**src/design/brl_pkg.sv**
```systemverilog
`timescale 1ns / 1ps

package brl_pkg;

  // Coordinate width of every endpoint and pixel field.
  localparam int COORD_BITS = 10;
  // Error increments hold twice a span; the accumulator is signed.
  localparam int INC_W = COORD_BITS + 2;
  localparam int ERR_W = COORD_BITS + 3;

  // Default depth of the command queue between front and back.
  localparam int QUEUE_DEPTH_DEF = 4;

  // Request type codes.
  localparam logic REQ_LOAD = 1'b0;
  localparam logic REQ_TICK = 1'b1;

  typedef logic [COORD_BITS-1:0] coord_t;

  // Input request payload.
  typedef struct packed {
    logic   req_type;
    coord_t x_start;
    coord_t y_start;
    coord_t x_end;
    coord_t y_end;
  } in_req_t;

  // Output pixel payload.
  typedef struct packed {
    coord_t pixel_x;
    coord_t pixel_y;
    logic   last_pixel;
  } out_pix_t;

  // Registered result of the front's first step: axis chosen, spans known.
  typedef struct packed {
    logic   is_load;
    logic   major_is_x;
    coord_t maj0;
    coord_t maj1;
    coord_t min0;
    coord_t min1;
    coord_t span_maj;
    coord_t span_min;
  } front_stage_t;

  // Classified command passed from the front to the back through the queue.
  typedef struct packed {
    logic             is_load;
    logic             major_is_x;
    coord_t           cur_major;
    coord_t           end_major;
    coord_t           cur_minor;
    logic             minor_down;
    logic [INC_W-1:0] err_inc;
    logic [INC_W-1:0] err_dec;
  } line_cmd_t;

endpackage

```
**src/design/bresenham_line_rasterizer_top.sv**
```systemverilog
`timescale 1ns / 1ps

// Line rasterizer. Each request on the in_ channel is either a load, which
// takes two endpoints and starts a new line (a load during a line drops the
// old one), or a tick, which asks for the next pixel of the current line.
// Every tick of an active line gives one pixel on the out_ channel, with
// last_pixel set on the final one; loads and ticks while idle give nothing.
// A front stage chooses the major axis and orders the endpoints, a command
// queue of QUEUE_DEPTH entries follows, and the back unit holds the line
// state and steps one pixel per clock while the output register can take it.
// Throughput is one request per cycle while nothing stalls. A pixel reaches
// out_valid through the front register, a queue entry and the output register.
// When the receiver stalls, the pixel waits in the output register, the
// queue fills, and in_ready falls once the queue and front stage are full;
// loads and idle ticks keep draining while a pixel waits.
// Reset (rst_n low at a clock edge) empties the queue and the output and
// leaves the block with no active line.
module bresenham_line_rasterizer_top import brl_pkg::*; #(
  parameter int QUEUE_DEPTH = QUEUE_DEPTH_DEF
) (
  input  logic     clk,
  input  logic     rst_n,
  input  logic     in_valid,
  output logic     in_ready,
  input  in_req_t  in_req,
  output logic     out_valid,
  input  logic     out_ready,
  output out_pix_t out_pix
);

  logic      fr_valid;
  logic      fr_ready;
  line_cmd_t fr_cmd;
  logic      bk_valid;
  logic      bk_ready;
  line_cmd_t bk_cmd;

  brl_front u_front (
    .clk       (clk),
    .rst_n     (rst_n),
    .in_valid  (in_valid),
    .in_ready  (in_ready),
    .in_req    (in_req),
    .cmd_valid (fr_valid),
    .cmd_ready (fr_ready),
    .cmd       (fr_cmd)
  );

  brl_queue #(
    .DEPTH (QUEUE_DEPTH)
  ) u_queue (
    .clk      (clk),
    .rst_n    (rst_n),
    .wr_valid (fr_valid),
    .wr_ready (fr_ready),
    .wr_cmd   (fr_cmd),
    .rd_valid (bk_valid),
    .rd_ready (bk_ready),
    .rd_cmd   (bk_cmd)
  );

  brl_back u_back (
    .clk       (clk),
    .rst_n     (rst_n),
    .cmd_valid (bk_valid),
    .cmd_ready (bk_ready),
    .cmd       (bk_cmd),
    .out_valid (out_valid),
    .out_ready (out_ready),
    .out_pix   (out_pix)
  );

endmodule

```
**src/design/brl_front.sv**
```systemverilog
`timescale 1ns / 1ps

module brl_front import brl_pkg::*; (
  input  logic      clk,
  input  logic      rst_n,
  input  logic      in_valid,
  output logic      in_ready,
  input  in_req_t   in_req,
  output logic      cmd_valid,
  input  logic      cmd_ready,
  output line_cmd_t cmd
);

  logic         st_valid_r;
  logic         st_valid_nxt;
  front_stage_t st_r;
  front_stage_t st_nxt;

  coord_t dx;
  coord_t dy;
  logic   swap;

  // The stage takes a new request whenever it is empty or its content moves on.
  assign in_ready = !st_valid_r || cmd_ready;

  // First step: spans of both axes and the choice of the major axis.
  always_comb begin
    dx = (in_req.x_start >= in_req.x_end) ? (in_req.x_start - in_req.x_end)
                                          : (in_req.x_end - in_req.x_start);
    dy = (in_req.y_start >= in_req.y_end) ? (in_req.y_start - in_req.y_end)
                                          : (in_req.y_end - in_req.y_start);
    st_nxt.is_load    = (in_req.req_type == REQ_LOAD);
    st_nxt.major_is_x = (dx > dy);
    if (dx > dy) begin
      st_nxt.maj0     = in_req.x_start;
      st_nxt.maj1     = in_req.x_end;
      st_nxt.min0     = in_req.y_start;
      st_nxt.min1     = in_req.y_end;
      st_nxt.span_maj = dx;
      st_nxt.span_min = dy;
    end else begin
      st_nxt.maj0     = in_req.y_start;
      st_nxt.maj1     = in_req.y_end;
      st_nxt.min0     = in_req.x_start;
      st_nxt.min1     = in_req.x_end;
      st_nxt.span_maj = dy;
      st_nxt.span_min = dx;
    end
  end

  always_comb begin
    st_valid_nxt = st_valid_r;
    if (in_valid && in_ready) begin
      st_valid_nxt = 1'b1;
    end else if (cmd_ready) begin
      st_valid_nxt = 1'b0;
    end
  end

  always_ff @(posedge clk) begin
    if (!rst_n) begin
      st_valid_r <= 1'b0;
    end else begin
      st_valid_r <= st_valid_nxt;
    end
  end

  always_ff @(posedge clk) begin
    if (in_valid && in_ready) begin
      st_r <= st_nxt;
    end
  end

  // Second step: order the endpoints so the major coordinate rises.
  always_comb begin
    swap           = (st_r.maj0 > st_r.maj1);
    cmd.is_load    = st_r.is_load;
    cmd.major_is_x = st_r.major_is_x;
    cmd.cur_major  = swap ? st_r.maj1 : st_r.maj0;
    cmd.end_major  = swap ? st_r.maj0 : st_r.maj1;
    cmd.cur_minor  = swap ? st_r.min1 : st_r.min0;
    cmd.minor_down = swap ? (st_r.min1 > st_r.min0) : (st_r.min0 > st_r.min1);
    cmd.err_inc    = {1'b0, st_r.span_min, 1'b0};
    cmd.err_dec    = {1'b0, st_r.span_maj, 1'b0};
  end

  assign cmd_valid = st_valid_r;

endmodule

```
**src/design/brl_queue.sv**
```systemverilog
`timescale 1ns / 1ps

module brl_queue import brl_pkg::*; #(
  parameter int DEPTH = QUEUE_DEPTH_DEF
) (
  input  logic      clk,
  input  logic      rst_n,
  input  logic      wr_valid,
  output logic      wr_ready,
  input  line_cmd_t wr_cmd,
  output logic      rd_valid,
  input  logic      rd_ready,
  output line_cmd_t rd_cmd
);

  localparam int IDX_W = $clog2(DEPTH);
  localparam int CNT_W = $clog2(DEPTH + 1);

  line_cmd_t        entry_r [DEPTH];
  logic [IDX_W-1:0] wr_ptr_r;
  logic [IDX_W-1:0] wr_ptr_nxt;
  logic [IDX_W-1:0] rd_ptr_r;
  logic [IDX_W-1:0] rd_ptr_nxt;
  logic [CNT_W-1:0] count_r;
  logic [CNT_W-1:0] count_nxt;
  logic             push;
  logic             pop;

  assign wr_ready = (count_r != CNT_W'(DEPTH));
  assign rd_valid = (count_r != '0);
  assign rd_cmd   = entry_r[rd_ptr_r];
  assign push     = wr_valid && wr_ready;
  assign pop      = rd_valid && rd_ready;

  // Pointer and occupancy update.
  always_comb begin
    wr_ptr_nxt = wr_ptr_r;
    rd_ptr_nxt = rd_ptr_r;
    count_nxt  = count_r;
    if (push) begin
      wr_ptr_nxt = (wr_ptr_r == IDX_W'(DEPTH - 1)) ? '0 : wr_ptr_r + 1'b1;
    end
    if (pop) begin
      rd_ptr_nxt = (rd_ptr_r == IDX_W'(DEPTH - 1)) ? '0 : rd_ptr_r + 1'b1;
    end
    if (push && !pop) begin
      count_nxt = count_r + 1'b1;
    end else if (pop && !push) begin
      count_nxt = count_r - 1'b1;
    end
  end

  always_ff @(posedge clk) begin
    if (!rst_n) begin
      wr_ptr_r <= '0;
      rd_ptr_r <= '0;
      count_r  <= '0;
    end else begin
      wr_ptr_r <= wr_ptr_nxt;
      rd_ptr_r <= rd_ptr_nxt;
      count_r  <= count_nxt;
    end
  end

  // Entry storage.
  always_ff @(posedge clk) begin
    if (push) begin
      entry_r[wr_ptr_r] <= wr_cmd;
    end
  end

endmodule

```
**src/design/brl_back.sv**
```systemverilog
`timescale 1ns / 1ps

module brl_back import brl_pkg::*; (
  input  logic      clk,
  input  logic      rst_n,
  input  logic      cmd_valid,
  output logic      cmd_ready,
  input  line_cmd_t cmd,
  output logic      out_valid,
  input  logic      out_ready,
  output out_pix_t  out_pix
);

  logic                    active_r;
  logic                    active_nxt;
  logic                    major_is_x_r;
  logic                    major_is_x_nxt;
  coord_t                  cur_major_r;
  coord_t                  cur_major_nxt;
  coord_t                  end_major_r;
  coord_t                  end_major_nxt;
  coord_t                  cur_minor_r;
  coord_t                  cur_minor_nxt;
  logic                    minor_down_r;
  logic                    minor_down_nxt;
  logic signed [ERR_W-1:0] err_acc_r;
  logic signed [ERR_W-1:0] err_acc_nxt;
  logic [INC_W-1:0]        err_inc_r;
  logic [INC_W-1:0]        err_inc_nxt;
  logic [INC_W-1:0]        err_dec_r;
  logic [INC_W-1:0]        err_dec_nxt;
  logic                    out_valid_r;
  logic                    out_valid_nxt;
  out_pix_t                out_pix_r;
  out_pix_t                out_pix_nxt;

  logic                    pop;
  logic                    emit;
  logic                    last;
  logic signed [ERR_W-1:0] err_sum;

  // A load or an idle tick never needs the output slot; a pixel does.
  assign cmd_ready = cmd.is_load || !active_r || !out_valid_r || out_ready;
  assign pop       = cmd_valid && cmd_ready;
  assign emit      = pop && !cmd.is_load && active_r;
  assign last      = (cur_major_r == end_major_r);
  assign err_sum   = err_acc_r + $signed({1'b0, err_inc_r});

  // Line state: load a new line or advance one pixel.
  always_comb begin
    active_nxt     = active_r;
    major_is_x_nxt = major_is_x_r;
    cur_major_nxt  = cur_major_r;
    end_major_nxt  = end_major_r;
    cur_minor_nxt  = cur_minor_r;
    minor_down_nxt = minor_down_r;
    err_acc_nxt    = err_acc_r;
    err_inc_nxt    = err_inc_r;
    err_dec_nxt    = err_dec_r;
    if (pop && cmd.is_load) begin
      active_nxt     = 1'b1;
      major_is_x_nxt = cmd.major_is_x;
      cur_major_nxt  = cmd.cur_major;
      end_major_nxt  = cmd.end_major;
      cur_minor_nxt  = cmd.cur_minor;
      minor_down_nxt = cmd.minor_down;
      err_acc_nxt    = '0;
      err_inc_nxt    = cmd.err_inc;
      err_dec_nxt    = cmd.err_dec;
    end else if (emit) begin
      err_acc_nxt = err_sum;
      if (err_sum > 0) begin
        cur_minor_nxt = minor_down_r ? cur_minor_r - 1'b1 : cur_minor_r + 1'b1;
        err_acc_nxt   = err_sum - $signed({1'b0, err_dec_r});
      end
      cur_major_nxt = cur_major_r + 1'b1;
      if (last) begin
        active_nxt = 1'b0;
      end
    end
  end

  // Output register: filled on a pixel, emptied when taken.
  always_comb begin
    out_valid_nxt = out_valid_r;
    out_pix_nxt   = out_pix_r;
    if (emit) begin
      out_valid_nxt          = 1'b1;
      out_pix_nxt.pixel_x    = major_is_x_r ? cur_major_r : cur_minor_r;
      out_pix_nxt.pixel_y    = major_is_x_r ? cur_minor_r : cur_major_r;
      out_pix_nxt.last_pixel = last;
    end else if (out_ready) begin
      out_valid_nxt = 1'b0;
    end
  end

  always_ff @(posedge clk) begin
    if (!rst_n) begin
      active_r    <= 1'b0;
      out_valid_r <= 1'b0;
    end else begin
      active_r    <= active_nxt;
      out_valid_r <= out_valid_nxt;
    end
  end

  always_ff @(posedge clk) begin
    major_is_x_r <= major_is_x_nxt;
    cur_major_r  <= cur_major_nxt;
    end_major_r  <= end_major_nxt;
    cur_minor_r  <= cur_minor_nxt;
    minor_down_r <= minor_down_nxt;
    err_acc_r    <= err_acc_nxt;
    err_inc_r    <= err_inc_nxt;
    err_dec_r    <= err_dec_nxt;
    out_pix_r    <= out_pix_nxt;
  end

  assign out_valid = out_valid_r;
  assign out_pix   = out_pix_r;

endmodule
```
**config.mk**
```make
export PLATFORM = sky130hd
export DESIGN_NAME = bresenham_line_rasterizer_top
export DESIGN_NICKNAME = d
export VERILOG_FILES = /design/src/design/brl_pkg.sv /design/src/design/bresenham_line_rasterizer_top.sv /design/src/design/brl_front.sv /design/src/design/brl_queue.sv /design/src/design/brl_back.sv
export SDC_FILE = /design/constraint.sdc
export NUM_CORES = 1
export LEC_CHECK = 0
export ABC_AREA = 1
export BUFFER_PORTS_ARGS = -buffer_cell sky130_fd_sc_hd__buf_2
export CAP_MARGIN = 40
export CORE_AREA = 2 2 264 188
export CTS_CLUSTER_DIAMETER = 200
export CTS_CLUSTER_SIZE = 14
export DETAILED_ROUTE_END_ITERATION = 10
export DIE_AREA = 0 0 266 190
export SYNTH_ARGS = -nofsm -noshare
export SYNTH_HDL_FRONTEND = slang
export SYNTH_SLANG_ARGS = --single-unit
```
**constraint.sdc**
```tcl
create_clock -name clk -period 3.5 [get_ports clk]
set_input_delay 0.35 -clock clk [delete_from_list [all_inputs] [get_ports clk]]
set_output_delay 0.35 -clock clk [all_outputs]
set_load 0.005 [all_outputs]
```
==> impl_metrics.toml, run 1 <==
[status]
outcome = "finished clean"

[worst_setup_path]
rrSetupSlack_ps = 280
reg2reg_depth = 21
cp_data_required_time_ps = 3980
crit_type = "flop to flop"
timing.rr.start = "u_back.err_inc_r[1]"
start_kind = "flop"
cp-end-kind = "flop"
worstPathArrival_ps = 3700
cp_max_fo = 4
timing.rr.end = "u_back.err_acc_r[10]"

[logic_synthesis]
synth_edf_count = 347
ys_types = 54
synth_top_cell_by_area = "edfxtp_1"
synthTopCellsByCount = "edfxtp_1, nand2_1, o21ai_0, inv_1, nor2_1"
yosys-top-cells-area = "edfxtp_1, nand2_1, ha_1, o21ai_0, inv_1"
ys_seq_area_share_pct = 57.4
synthCells = 1892
syn_avg_cell_area_um2 = 10.0
synth_area_um2 = 19000
synth_top_area_share_pct = 54.8
ys_warn_count = 0
async_flop_share_pct = 0
syn_nets = 2048
ys_seq_elements = 371
synth-main-ff-cell = "edfxtp_1"

[placed_design]
gp_congestion = 0.872
place_hpwl_um = 34400
dp.cells = 2684
port_buffers = 67

[timing]
slew_viol_final = 0
fin_crit_sh_pct = 91.9
fin_skew_ps = 28.7
worstMarginPinSlew_ps = 847
setup_viol = 0
timing.hold.ws_ps = 48.3
relSlewSlack_pct = 43.5
hold_violations = 0
fin_crit_ps = 3220
clock.fmax_mhz = 311
rsz0062_at_grt = "false"

[drt]
vias = 13900
drc = 0
avgViaCountPerCell = 5.08
wl_per_cell_um = 17.4
wl_um = 47400
drtIter0Drc = 1307
antenna_left = 0
firstDrtPassIters = 6

[clock_network]
path_clk_slew_ps = 70
ctsHtreeMaxLevel = 1
cts_setup_buffers = 0
cts_sinks = 371
numCtsBuffers = 30
tritoncts = "yes"
cts-root-buf = "clkbuf_16"
clock_latency_ps = 580
cts.path.max_buffers = 3

[power]
max-vdd-ir-drop_mv = 0.411
p_per_area_nw_per_um2 = 870
p_leak_uw = 0.00905

[global_routing]
gr-total-overflow = 0
grt_max_degree = 81
grt_pass1_vias = 13300
antenna_found_initial = 0
met3_usage_pct = 2.54
grtUsageMet1_pct = 30.1
grt_busiest_layer = "met1"
grt.total_usage_pct = 18.9
use_met2_pct = 28.0
grt_pass1_wl_um = 74900

[worst_hold_path]
hp-class = "input port to flop"
holdPathEnd = "u_back.out_valid"
min_path_cells = 4
worstHoldStart = "out_ready"

[die]
coreArea_um2 = 48300
std_cell_rows = 68
io-pin-count = 68
die_area_um2 = 50500
dieWidth_um = 266
start_util_pct = 39.3
fp.dieH_um = 190

[layout]
diodes = 0
layout.cells.non_filler = 2731
nNetsFinal = 2243
area_growth_pct = 15.9
drive_gt1_share_pct = 15.4
fin_util_pct = 45.6
fill_cells = 4508

[job]
drv_cap = 0
## repair_timing
item | 4_1_cts | 5_1_grt
hold buffers | 1 | 0
endpoints found under the hold margin | 1 | 0
gates resized for setup | 0 | 12
setup endpoints to repair | 0 | 11
## critical path: stages (launching register included)
cell      delay, ps
edfxtp_1        430
ha_4            200
inv_1            60
fa_1            400
inv_1           100
nand2_1         110
nand2_2         110
nand3_1          90
nand2_1          70
nand2_1          40
nand2_1         130
inv_1           100
ha_4            300
nand2_1          90
nor3_1          150
nand2_1         120
a21oi_2         180
o21ai_0         120
nand2_1          80
nand3_1          80
nand3_1         110
nand2_1          50
## placed cells by master (no fill, tap or decap), drive strengths merged, types with 2 or more instances in the layout
| master | count |
|---|---|
| a211oi | 2 |
| a21boi | 5 |
| a21oi | 100 |
| a31oi | 2 |
| a32o | 2 |
| and2 | 3 |
| buf | 236 |
| clkbuf | 44 |
| clkinv | 2 |
| dfxtp | 24 |
| edfxtp | 347 |
| fa | 8 |
| ha | 103 |
| inv | 205 |
| nand2 | 355 |
| nand3 | 74 |
| nand3b | 4 |
| nand4 | 12 |
| nor2 | 189 |
| nor3 | 11 |
| o2111ai | 5 |
| o21a | 4 |
| o21ai | 235 |
| o21bai | 5 |
| o221ai | 4 |
| o22ai | 49 |
| o31ai | 2 |
| or2 | 7 |
| xnor2 | 15 |
| xor2 | 39 |
## worst max-delay path by stage
| stage | cells past startpoint | slack [ps] | to | startpoint |
|---|---|---|---|---|
| 2_1_floorplan | 23 | 210 | u_front.cmd[18] | in_req[15] |
| 3_3_place_gp | 19 | -410 | u_front.st_r[44] | in_req[5] |
| 3_5_place_dp | 22 | -370 | u_front.st_r[44] | in_req[7] |
| 4_1_cts | 21 | 110 | u_back.err_acc_r[10] | u_back.err_inc_r[1] |
| 5_1_grt | 21 | 20 | u_back.err_acc_r[10] | u_back.err_inc_r[1] |
| 6_report | 21 | 280 | u_back.err_acc_r[10] | u_back.err_inc_r[1] |
## flip-flops by register name, indices dropped and copies added (netlist names), 10 cells and up, named ones only
name                count
u_queue.entry_r       212
u_front.st_r           40
u_front.cmd            22
u_back.out_pix         21
u_back.err_acc_r       12
u_back.cur_major_r     10
u_back.cur_minor_r     10
u_back.end_major_r     10
u_back.err_dec_r       10
u_back.err_inc_r       10
## cell type report
type / instances / area [um2] / area share [%]
multi-input combinational: 1242 / 7060 / 32.1
inverter: 205 / 782 / 3.55
tap: 630 / 788 / 3.58
clock inverter: 2 / 25.0 / 0.114
timing repair buffer: 237 / 1660 / 7.53
clock buffer: 44 / 803 / 3.65
sequential: 371 / 10900 / 49.5
## metal layers
metal | vias up | wire (um)
met5 | - | 0
met4 | 0 | 508
met3 | 39 | 2930
met2 | 376 | 19400
met1 | 6574 | 24600
li1 | 6898 | -
## where the power goes
group	leakage [uW]	total, uW	internal, uW	switching (uW)
clock	0.000398	3090	1580	1510
combinational	0.00523	8670	2980	5690
sequential	0.00342	7400	6800	601
## cell families (layout without fill, tap and decap cells)
logic type               Yosys count  in the layout  synth area share [%]
XOR/XNOR                          54             54                  2.49
adder cells (fa/ha/maj)          111            111                  7.62
AND/OR/NAND/NOR                  656            656                  14.3
AO/OA/AOI/OAI                    421            421                  12.3
buffers and inverters            279            488                  5.93
flip-flops                       371            371                  57.4
## through the flow
stage | setup WS, ps | area, um2 | total power, uW | TNS [ps]
6_report | 283 | 22000 | 19200 | 0
5_1_grt | 23.5 | 22000 | 20800 | 0
4_1_cts | 111 | 22000 | 19100 | 0
3_5_place_dp | -374 | 21100 | 16000 | -11000
3_3_place_gp | -407 | 21100 | 15700 | -11310
2_1_floorplan | 210 | 19000 | 13200 | 0
No activity file was read; power rests on OpenSTA's default activity.
==> run 2, diff against run 1 <==
CORE_AREA = 2 2 226 161   (was 2 2 264 188)
DIE_AREA = 0 0 228 163   (was 0 0 266 190)
PLACE_DENSITY = 0.74   (was unset)
RECOVER_POWER = 100   (was unset)
==> run 2 against run 1 <==
Net effect: clock power hardly changed; register-to-register slack worse by 40 ps; final cell count is 5.2% lower; combinational power is 1% lower; hold slack worse by 16 ps; the run now ends with capacitance limit, slew limit left.
==> impl_metrics.toml, run 2 (synthesized netlist as in run 1, its figures left out) <==
[status]
outcome = "finished, violations left"
violations = "capacitance limit, slew limit"

[clock_network]
cts.path.max_buffers = 3
cts-root-buf = "clkbuf_16"
path_clk_slew_ps = 70
tritoncts = "yes"
numCtsBuffers = 30
cts_sinks = 371
ctsHtreeMaxLevel = 1
cts_setup_buffers = 0
clock_latency_ps = 590

[worst_setup_path]
cp-end-kind = "flop"
critPathLaunch = "u_queue.count_r[2]"
reg2reg_depth = 5
crit_cells = 5
cp_data_required_time_ps = 3690
start_kind = "flop"
timing.rr.start = "u_queue.count_r[2]"
crit_path_top_delay_cell = "nor2_2"
worstPathArrival_ps = 3440
path_cells = "inv_1 > o31ai_1 > clkbuf_1 > nor2_2 > clkbuf_2"
crit_family = "buffers and inverters"
timing.rr.end = "u_queue.entry_r[1][39]"
critPathCapture = "u_queue.entry_r[1][39]"
max_stage_delay_ps = 1090
crit_type = "flop to flop"
rrSetupSlack_ps = 240
path_buf_inv = 3
cp_max_fo = 32

[timing]
rsz0062_at_grt = "false"
clock.fmax_mhz = 307
fin_crit_ps = 3260
setup_viol = 0
slew_viol_final = 108
fin_ws_ps = 243
fin_skew_ps = 25.5
hold_violations = 0
relSlewSlack_pct = -9.70
worstMarginPinSlew_ps = 1650
fin_setup_tns_ps = 0
fin_crit_sh_pct = 93.1

[layout]
fill_cells = 2982
nNetsFinal = 2250
diodes = 0
final_cell_mix = "nand2_1, edfxtp_1, o21ai_0"
drive_gt1_share_pct = 14.6
area_growth_pct = 14.7
largest_register_ffs = 212
regArea_um2 = 10900
top_register = "u_queue.entry_r"
layout.cells.non_filler = 2588
fin_util_pct = 61.8
multi_input_area_um2 = 7000

[drt]
wl_per_cell_um = 17.9
drc = 0
firstDrtPassIters = 8
wl_um = 46200
antenna_left = 0
vias = 14000
avgViaCountPerCell = 5.39
drtIter0Drc = 1435

[global_routing]
grt_busiest_layer = "met1"
gr-total-overflow = 0
grtUsageMet1_pct = 39.8
grt_pass1_vias = 13200
grt_pass1_wl_um = 72400
grt.total_usage_pct = 25.0
use_met2_pct = 37.0
met3_usage_pct = 2.78
antenna_found_initial = 0
grt_max_degree = 89

[die]
fp.dieH_um = 163
start_util_pct = 53.9
dieWidth_um = 228
coreArea_um2 = 35300
die_area_um2 = 37200
std_cell_rows = 58
io-pin-count = 68

[power]
p_per_area_nw_per_um2 = 872
p_leak_uw = 0.00903
max-vdd-ir-drop_mv = 0.491
total_power_uw = 19000

[placed_design]
place_hpwl_um = 33800
port_buffers = 67
dp.cells = 2541
preCtsSetupSlack_ps = -229
gp_congestion = 0.922

[worst_hold_path]
hp-class = "input port to flop"

[job]
drv_cap = 2
-- run 2: cell types whose count changed in the layout (fill, tap and decap cells not counted), sizes merged --
cell	delta
buf	-15
clkbuf	+22
clkinvlp	+1
inv	-1
-- run 2: where the power goes --
part | switching [uW] | total [uW] | internal, uW
Clock | 1490 | 3060 | 1570
Combinational | 5590 | 8550 | 2960
Sequential | 585 | 7390 | 6800
-- run 2: stage by stage --
stage          hold WS [ps]  area [um2]
2_1_floorplan           430       19000
3_3_place_gp            443       21000
3_5_place_dp            446       21100
4_1_cts                22.7       21900
5_1_grt                41.1       21800
6_report               32.0       21800
-- run 2: cell type report --
cell class                 count  share of cell area (%)
inverter                     205                    3.57
tap                          480                    2.76
multi-input combinational   1242                    32.1
clock inverter                 2                   0.115
timing repair buffer         244                    7.77
clock buffer                  44                    3.68
sequential                   371                    50.0
-- run 2: how the worst min path moves through the flow --
stage	start	cells past startpoint	to
3_3_place_gp	u_back.err_acc_r[3]	2	u_back.err_acc_r[3]
5_1_grt	out_ready	4	u_back.out_valid
3_5_place_dp	u_back.err_acc_r[3]	2	u_back.err_acc_r[3]
4_1_cts	out_ready	4	u_back.out_valid
6_report	out_ready	4	u_back.out_valid
2_1_floorplan	u_back.err_acc_r[3]	2	u_back.err_acc_r[3]
-- run 2: worst register-to-register path: cells and delay by family (launching register included) --
kind | cells | cell delay (ps)
buf+inv | 3 | 1360
flops | 1 | 310
compound gates | 1 | 80
simple gates | 1 | 1090
-- run 2: timing repair --
| action | CTS | global route |
|---|---|---|
| endpoints found under the hold margin | 1 | 0 |
| hold buffers | 1 | 0 |
| endpoints found under the setup margin | 0 | 4 |
| gates resized for setup | 0 | 4 |
-- run 2: layer usage --
layer	vias to the layer above	routed length (um)	share of wire, %
li1	6913	-	-
met4	0	780	1.7
met3	49	3290	7.1
met5	-	0	0
met2	493	19400	42
met1	6500	22700	49
==> run 3, diff against run 2 <==
CTS_BUF_LIST = sky130_fd_sc_hd__clkbuf_4 sky130_fd_sc_hd__clkbuf_8   (was unset)
==> run 3 against run 2 <==
Net effect: the flow still finishes with violations (capacitance limit, slew limit); global-route usage shrank 0.18 points; final area is 1.3% lower; largest power group unchanged; utilization down 0.82 points; largest cell class unchanged.
==> impl_metrics.toml, run 3 (synthesized netlist as in run 1, its figures left out) <==
[layout]
final_area_um2 = 21500
drive_gt1_share_pct = 15.2
final_cell_mix = "nand2_1, edfxtp_1, o21ai_0"
top_register = "u_queue.entry_r"
area_growth_pct = 13.2
nNetsFinal = 2253
largest_register_ffs = 212

[placed_design]
placed_area_um2 = 21100
place_hpwl_um = 33800
gp_congestion = 0.922
port_buffers = 67

[status]
violations = "capacitance limit, slew limit"
outcome = "finished, violations left"

[drt]
firstDrtPassIters = 5
drtIter0Drc = 1418
wl_um = 46100
antenna_left = 0
avgViaCountPerCell = 5.36
wl_per_cell_um = 17.8
vias = 13900
drc = 0

[timing]
fin_skew_ps = 28.3
fin_crit_ps = 3280
worstMarginPinSlew_ps = 1640
relSlewSlack_pct = -9.02
fin_crit_sh_pct = 93.6
hold_violations = 0
slew_viol_final = 108
setup_viol = 0
rsz0062_at_grt = "false"
clock.fmax_mhz = 305

[worst_setup_path]
critPathLaunch = "u_queue.count_r[2]"
crit_cells = 5
timing.rr.start = "u_queue.count_r[2]"
cp_max_fo = 32
path_buf_inv = 3
worstPathArrival_ps = 3520
max_stage_delay_ps = 1100
start_kind = "flop"
cp_data_required_time_ps = 3740
crit_path_top_delay_cell = "nor2_2"
cp-end-kind = "flop"
crit_type = "flop to flop"
crit_family = "buffers and inverters"
path_cells = "inv_1 > o31ai_1 > clkbuf_1 > nor2_2 > clkbuf_2"
reg2reg_depth = 5

[clock_network]
cts_sinks = 371
cts_setup_buffers = 0
cts.path.max_buffers = 3
numCtsBuffers = 30
tritoncts = "yes"
clock_latency_ps = 640
path_clk_slew_ps = 90
cts-root-buf = "clkbuf_8"
ctsHtreeMaxLevel = 1

[global_routing]
grt.total_usage_pct = 24.8
grt_pass1_vias = 13200
grt_pass1_wl_um = 72000
grt_max_degree = 89
gr-total-overflow = 0
antenna_found_initial = 1

[worst_hold_path]
hp-class = "input port to flop"
worstHoldStart = "in_req[19]"
min_path_cells = 3

[die]
dieWidth_um = 228
fp.dieH_um = 163
std_cell_rows = 58
coreArea_um2 = 35300
io-pin-count = 68
die_area_um2 = 37200
start_util_pct = 53.9

[power]
p_per_area_nw_per_um2 = 846
p_leak_uw = 0.00892
max-vdd-ir-drop_mv = 0.486
total_power_uw = 18200

[job]
drv_cap = 2
run 3: worst paths after layout:
kind	to	slack [ps]
worst min register to register	u_back.err_acc_r[3]	460
worst min-delay path	u_front.st_r[29]	40
worst max-delay path	u_queue.entry_r[1][20]	220
worst max register to register	u_queue.entry_r[1][20]	220
run 3: layout make-up:
class                      count  area (um2)
clock buffer                  44         518
fill                        3017       13800
tap                          480         601
antenna                        1        2.50
sequential                   371       10900
timing repair buffer         247        1700
multi-input combinational   1242        6990
inverter                     205         778
clock inverter                 2        17.5
run 3: metal layers:
metal	up-vias	track usage (%)	wire length, um
li1	6918	-	-
met1	6442	39.3	23000
met2	478	36.7	19300
met3	46	3.31	3150
met4	2	4.66	718
met5	-	0	13
run 3: repair_timing:
action	4_1_cts	5_1_grt
setup endpoints to repair	0	1
hold buffers	4	0
gates resized for setup	0	3
endpoints found under the hold margin	7	0
run 3: tightest hold or removal path: cells and delay by family:
family                 cells  cell delay (ps)
and+or+nand+nor            1               50
AOI/OAI and AO/OA          1               60
buffers and inverters      1              100
run 3: through the flow:
| stage | instances | setup TNS, ps | hold WS (ps) | util [%] | setup WS, ps |
|---|---|---|---|---|---|
| 6_report | 2592 | 0 | 44.7 | 61.0 | 225 |
| 5_1_grt | 2591 | 0 | 30.3 | 61.0 | 30.1 |
| 4_1_cts | 2591 | 0 | 17.2 | 61.5 | 265 |
| 3_5_place_dp | 2541 | -10220 | 446 | 59.8 | -229 |
| 3_3_place_gp | 2537 | -7730 | 443 | 59.6 | -188 |
| 2_1_floorplan | 1892 | 0 | 430 | - | 210 |
run 3: power breakdown:
| group | total [uW] | leakage, uW | internal [uW] | switching, uW |
|---|---|---|---|---|
| combinational | 8510 | 0.00521 | 2930 | 5580 |
| clock | 2300 | 0.000289 | 943 | 1360 |
| sequential | 7380 | 0.00342 | 6790 | 583 |
| total | 18200 | 0.00892 | 10700 | 7530 |
